===== src/design/rstpu_pkg.sv =====
// Package for the range-sum tree core: widths, control-word types and the
// microcode ROM that the sequencer steps through. No dependencies.

package rstpu_pkg;

  localparam int SIZE   = 1024;               // elements in the tree
  localparam int POS_W  = $clog2(SIZE);       // element position
  localparam int NODE_W = POS_W + 1;          // heap node index, 1 .. 2*SIZE-1
  localparam int IDX_W  = POS_W + 2;          // query bounds, may reach 2*SIZE
  localparam int VAL_W  = 32;
  localparam int SUM_W  = 42;
  localparam int CFG_W  = 11;
  localparam int DEPTH  = 2 * SIZE;

  localparam logic OP_SET   = 1'b0;
  localparam logic OP_QUERY = 1'b1;

  // Microcode step addresses.
  typedef enum logic [2:0] {
    ST_IDLE = 3'd0,
    ST_DISP = 3'd1,
    ST_QA   = 3'd2,
    ST_QB   = 3'd3,
    ST_OUT  = 3'd4,
    ST_LEAF = 3'd5,
    ST_UP   = 3'd6,
    ST_CLR  = 3'd7
  } step_e;

  typedef enum logic [1:0] {
    WR_NONE = 2'd0,
    WR_LEAF = 2'd1,
    WR_UP   = 2'd2,
    WR_ZERO = 2'd3
  } wr_sel_e;

  typedef enum logic [2:0] {
    RD_NONE  = 3'd0,
    RD_SIB   = 3'd1,
    RD_UPSIB = 3'd2,
    RD_L     = 3'd3,
    RD_R     = 3'd4
  } rd_sel_e;

  typedef enum logic [2:0] {
    JC_ALWAYS   = 3'd0,
    JC_IN_ACC   = 3'd1,
    JC_IS_QUERY = 3'd2,
    JC_SKIP     = 3'd3,
    JC_UP_MORE  = 3'd4,
    JC_L_GE_R   = 3'd5,
    JC_OUT_BUSY = 3'd6,
    JC_CLR_MORE = 3'd7
  } cond_e;

  typedef struct packed {
    logic    in_rdy;
    wr_sel_e wr;
    rd_sel_e rd;
    logic    acc_en;
    logic    l_inc;
    logic    lr_halve;
    logic    out_load;
    cond_e   cond;
    step_e   tgt_t;
    step_e   tgt_f;
  } uword_t;

  typedef struct packed {
    logic in_acc;
    logic is_query;
    logic skip;
    logic up_more;
    logic l_ge_r;
    logic out_busy;
    logic clr_more;
  } stat_t;

  // Microcode ROM: one control word per step.
  function automatic uword_t ucode(step_e s);
    uword_t w;
    w = '{in_rdy: 1'b0, wr: WR_NONE, rd: RD_NONE, acc_en: 1'b0, l_inc: 1'b0,
          lr_halve: 1'b0, out_load: 1'b0, cond: JC_ALWAYS,
          tgt_t: ST_IDLE, tgt_f: ST_IDLE};
    case (s)
      ST_IDLE: begin
        w.in_rdy = 1'b1;
        w.cond   = JC_IN_ACC;
        w.tgt_t  = ST_DISP;
        w.tgt_f  = ST_IDLE;
      end
      ST_DISP: begin
        w.cond  = JC_IS_QUERY;
        w.tgt_t = ST_QA;
        w.tgt_f = ST_LEAF;
      end
      ST_QA: begin
        w.acc_en = 1'b1;
        w.rd     = RD_L;
        w.l_inc  = 1'b1;
        w.cond   = JC_L_GE_R;
        w.tgt_t  = ST_OUT;
        w.tgt_f  = ST_QB;
      end
      ST_QB: begin
        w.acc_en   = 1'b1;
        w.rd       = RD_R;
        w.lr_halve = 1'b1;
        w.cond     = JC_ALWAYS;
        w.tgt_t    = ST_QA;
        w.tgt_f    = ST_QA;
      end
      ST_OUT: begin
        w.out_load = 1'b1;
        w.cond     = JC_OUT_BUSY;
        w.tgt_t    = ST_OUT;
        w.tgt_f    = ST_IDLE;
      end
      ST_LEAF: begin
        w.wr    = WR_LEAF;
        w.rd    = RD_SIB;
        w.cond  = JC_SKIP;
        w.tgt_t = ST_IDLE;
        w.tgt_f = ST_UP;
      end
      ST_UP: begin
        w.wr    = WR_UP;
        w.rd    = RD_UPSIB;
        w.cond  = JC_UP_MORE;
        w.tgt_t = ST_UP;
        w.tgt_f = ST_IDLE;
      end
      ST_CLR: begin
        w.wr    = WR_ZERO;
        w.cond  = JC_CLR_MORE;
        w.tgt_t = ST_CLR;
        w.tgt_f = ST_IDLE;
      end
      default: begin
        w.cond = JC_ALWAYS;
      end
    endcase
    return w;
  endfunction

endpackage


===== src/design/rstpu_useq.sv =====
// Microcode sequencer: step counter, control-word ROM lookup and the
// conditional jump logic. Depends on rstpu_pkg.

module rstpu_useq (
  input  logic            clk_i,
  input  logic            rst_ni,
  input  rstpu_pkg::stat_t stat_i,
  output rstpu_pkg::uword_t ctl_o
);

  rstpu_pkg::step_e upc_q, upc_d;
  logic             take;

  always_ff @(posedge clk_i or negedge rst_ni) begin
    if (!rst_ni) begin
      upc_q <= rstpu_pkg::ST_CLR;
    end else begin
      upc_q <= upc_d;
    end
  end

  always_comb begin
    ctl_o = rstpu_pkg::ucode(upc_q);
    case (ctl_o.cond)
      rstpu_pkg::JC_ALWAYS:   take = 1'b1;
      rstpu_pkg::JC_IN_ACC:   take = stat_i.in_acc;
      rstpu_pkg::JC_IS_QUERY: take = stat_i.is_query;
      rstpu_pkg::JC_SKIP:     take = stat_i.skip;
      rstpu_pkg::JC_UP_MORE:  take = stat_i.up_more;
      rstpu_pkg::JC_L_GE_R:   take = stat_i.l_ge_r;
      rstpu_pkg::JC_OUT_BUSY: take = stat_i.out_busy;
      rstpu_pkg::JC_CLR_MORE: take = stat_i.clr_more;
      default:                take = 1'b1;
    endcase
    upc_d = take ? ctl_o.tgt_t : ctl_o.tgt_f;
  end

  // The clearing pass runs only once, straight out of reset.
  a_clr_entry : assert property (@(posedge clk_i) disable iff (!rst_ni)
    (upc_q == rstpu_pkg::ST_CLR) |-> ($past(upc_q) == rstpu_pkg::ST_CLR))
    else $error("sequencer re-entered the clearing pass");

endmodule


===== config.mk =====
export PLATFORM = sky130hd
export DESIGN_NAME = rstpu_useq
export DESIGN_NICKNAME = d
export VERILOG_FILES = /design/src/design/rstpu_pkg.sv /design/src/design/rstpu_useq.sv
export SDC_FILE = /design/constraint.sdc
export NUM_CORES = 1
export LEC_CHECK = 0
export ABC_AREA = 1
export BUFFER_PORTS_ARGS = -buffer_cell sky130_fd_sc_hd__buf_2
export CORE_AREA = 3 3 40 42
export DETAILED_ROUTE_END_ITERATION = 16
export DIE_AREA = 0 0 43 45
export GPL_TIMING_DRIVEN = 0
export SYNTH_ARGS = -nofsm -noshare
export SYNTH_HDL_FRONTEND = slang
export SYNTH_SLANG_ARGS = --single-unit

===== constraint.sdc =====
create_clock -name clk_i -period 1.5 [get_ports clk_i]
set_input_delay 0.075 -clock clk_i [delete_from_list [all_inputs] [get_ports clk_i]]
set_output_delay 0.075 -clock clk_i [all_outputs]
set_load 0.05 [all_outputs]

* After elaboration in Yosys (flattened, before gate mapping) *
Index checks and enable logic that the tools add are counted.

word-level totals
  bits in registers = 3
  bits in latches = 0
  memory bits (writable) = 0
  memory bits (read-only) = 0
  input port bits = 9
  output and inout port bits = 19
  logic and storage cells = 28
  memories = 0

operators by class
  add/sub/neg operators = 0
  multiply operators = 0
  div/mod/pow operators = 0
  order comparisons = 0
  equal/unequal tests = 14
  shifts and indexed selects = 0
  mux-type cells = 10
  bitwise operators = 0
  reductions and logical operators = 3

operator list
  kind                number
  $pmux 9 s8          1
  $eq 3x3->1 const B  8
  $eq 3x2->1 const B  4
  $pmux 3 s4          1
  $pmux 1 s8          1
  $eq 3x1->1 const B  2
  $logic_not 3->1     2
  $pmux 2 s3          1
  $mux 1              5
  $mux 3              1
  $reduce_or 2->1     1

* Logic depth before layout (Yosys ltp) *
  word-level depth = 5
  mapped depth = 9
  depth with buffers taken out = 8

* Worst setup path after synthesis *
Ideal clock, no wire load.

  path type = flip-flop to output port
  start point = register upc_q[1]
  end point = output ctl_o[8] (netlist bit)
  data arrival time = 2259 ps
  data required time = 1425 ps
  setup slack = -834 ps
  cell stages (with the launch flop) = 6
  buffers on the path = 1
  cell sequence = dfstp_2 inv_2 nor2_2 nor2_1 nor2_1 buf_4

RTL lines
  element                 line              RTL
  start, declared         rstpu_useq.sv:11  rstpu_pkg::step_e upc_q, upc_d;
  start signal, assigned  rstpu_useq.sv:16  upc_q <= rstpu_pkg::ST_CLR;
  start signal, assigned  rstpu_useq.sv:18  upc_q <= upc_d;
  end, declared           rstpu_useq.sv:8   output rstpu_pkg::uword_t ctl_o

==> results.yml <==
floorplan:
  fp.dieH_um: 45
  start_util: 0.296
  io-pin-count: 28
  die-area_um2: 1940
  die_x_um: 43
  rows: 13
  core_um2: 1280
finish:
  num-fill-cells: 110
  final_util: 0.708
  drive_gt1_frac: 0.717
  area_growth_pct: 139
  largest_reg_flops: 3
  nNetsFinal: 123
  largest-register: "upc_q"
  stdcell_count: 128
  diodes: 0
  reg_top3: "upc_q (3)"
synth:
  ys_warn_count: 0
  ys_types: 14
  synth_nets: 73
  ys_seq_area_frac: 0.207
  syn_inst: 64
  ys_ff_latch: 3
  syn_area_um2: 380
  syn_avg_cell_area_um2: 5.94
route:
  antenna_left: 0
  drt_iter0_markers: 6
  vias: 575
  viasPerCell: 4.49
  wl_um: 1400
  drc: 0
  first_pass_iters: 4
  wl_per_cell_um: 11.0
place:
  post-place-ws_ns: 0.0667
  placedCellCount: 106
  dp_hpwl_um: 863
  portBuffers: 27
  routabilityCongestion: 0.810
grt:
  grt_pass1_vias: 556
  grt_overflow: 0
  grt_first_pass_wirelength_um: 2290
  antenna_found_initial: 0
  grt_max_degree: 7
  grt_usage: 0.152
timing:
  timing.final.crit_share: 1.01
  relSlewSlack: 0.835
  fmax_mhz: 661
  tightest_slew_ns: 0.249
  period_needed_ns: 1.51
  finalSetupViolCount: 4
  maxSlewViolCount: 0
  clock_skew_ns: 0.00264
  hold_viol_final: 0
  rsz0062_at_grt: "yes"
  finalWorstSetupSlack_ns: -0.0117
setup_path:
  cp_slowest_cell: "dfstp_2"
  path_delay_family: "flip-flops"
  timing.rr.end: "upc_q[0]"
  critPathLaunchType: "flip-flop"
  ff2ff_setup_slack_ns: 0
  worst_ep_arrival_time_ns: 1.44
  path_buf_inv: 3
  worstPathMaxFanout: 5
  cp.required_ns: 1.42
  rr_worst_depth: 9
  worstSetupPathType: "flip-flop to output pin"
  end_kind: "output pin"
  crit_chain: "buf_8 -> clkinvlp_4 -> nand2_4 -> nand4_1 -> buf_6"
  cpPeakStageDelay_ns: 0.52
  reg2reg_from: "upc_q[2]"
clocking:
  htreeDepth: 1
  clock-sinks: 3
  tritoncts: "done"
  cts_buffers: 3
  insertion_delay_ns: 0.23
  cts_buffer_depth: 2
  cts-root-buf: "clkbuf_4"
  path_clk_slew_ns: 0.04
run_status:
  status: "complete, but fails checks"
  violations: "setup timing"
hold_path:
  holdPathStages: 5
  hold_class: "primary input to flip-flop"
  whs_endpoint: "upc_q[2]"
  worstHoldStart: "stat_i[3]"
run:
  drv_cap: 0
==> cell families after synthesis <==
group / count (synthesis) / synth area share
AO/OA/AOI/OAI: 1 / 0.0131
flip-flops: 3 / 0.207
buffers and inverters: 12 / 0.148
AND/OR/NAND/NOR: 48 / 0.632
==> per-layer routing <==
| layer | vias up | global-route usage | wire, um |
|---|---|---|---|
| met4 | 0 | 0.0241 | 0 |
| met1 | 257 | 0.183 | 570 |
| li1 | 295 | - | - |
| met3 | 0 | 0.0438 | 114 |
| met2 | 23 | 0.272 | 717 |
| met5 | - | 0 | 0 |
==> metrics by stage <==
| stage | setup TNS (ns) | area, um2 | hold WS, ns |
|---|---|---|---|
| 3_5_place_dp | 0 | 584 | 0.0414 |
| 4_1_cts | -0.0983 | 818 | 0.203 |
| 6_report | -0.0271 | 910 | 0.214 |
| 3_3_place_gp | 0 | 584 | 0.0414 |
| 2_1_floorplan | -0.922 | 430 | -0.0728 |
| 5_1_grt | -0.824 | 910 | 0.245 |
==> worst max-delay path by stage <==
stage,from,end,slack (ns),cells past startpoint
after floorplan,upc_q[1],ctl_o[8],-0.25,5
after global placement,upc_q[0],ctl_o[1],0.05,5
after CTS,upc_q[0],ctl_o[1],-0.03,5
after detailed placement,upc_q[0],ctl_o[1],0.07,5
final,upc_q[2],ctl_o[6],-0.01,5
after global routing,upc_q[2],upc_q[1],-0.09,9
==> area by class of cell <==
cell class / count / area [um2] / share of cell area
Timing Repair Buffer: 45 / 397 / 0.436
Multi-Input combinational cell: 49 / 309 / 0.340
Sequential cell: 3 / 78.8 / 0.0867
Inverter: 9 / 46.3 / 0.0509
Buffer: 3 / 33.8 / 0.0371
Clock buffer: 4 / 26.3 / 0.0289
Tap cell: 15 / 18.8 / 0.0206
==> cells in the final DEF, fill, tap and decap left out <==
master / n
buf_12: 1
buf_2: 11
buf_4: 18
buf_6: 12
buf_8: 5
clkbuf_1: 1
clkbuf_4: 3
clkinvlp_4: 2
dfstp_2: 3
dlygate4sd3_1: 1
inv_1: 3
inv_2: 2
inv_4: 2
nand2_1: 13
nand2_2: 8
nand2_4: 3
nand3_1: 7
nand4_1: 2
nor2_1: 5
nor2_2: 2
nor2_4: 7
nor3_2: 1
o21ai_2: 1
==> repair_timing <==
| item | CTS | global route |
|---|---|---|
| resized for setup | 28 | 22 |
| hold endpoints to repair | 3 | 0 |
| hold buffers | 1 | 0 |
| pin swaps | 5 | 6 |
| buffers inserted | 13 | 4 |
| endpoints found under the setup margin | 16 | 20 |
==> tightest hold or removal path: stages <==
cell     delay, ns
buf_2         0.08
nand3_1       0.09
nand2_1       0.08
nor2_1        0.04
nand2_1       0.06
==> cell usage after synthesis <==
cell type / n / area share
dfstp_2: 3 / 0.21
nor2_2: 2 / 0.033
nor2_4: 3 / 0.089
nor3_1: 1 / 0.013
nand2_2: 4 / 0.066
nor2_1: 9 / 0.089
nand3_1: 7 / 0.092
inv_2: 3 / 0.030
inv_1: 6 / 0.059
nand2_1: 19 / 0.19
o21ai_1: 1 / 0.013
buf_4: 3 / 0.059
nand4_1: 2 / 0.033
nand2_4: 1 / 0.030
Power is left out: the tool's default activity adds up to more than one toggle a clock period on the data nets, which glitch-free logic cannot reach.
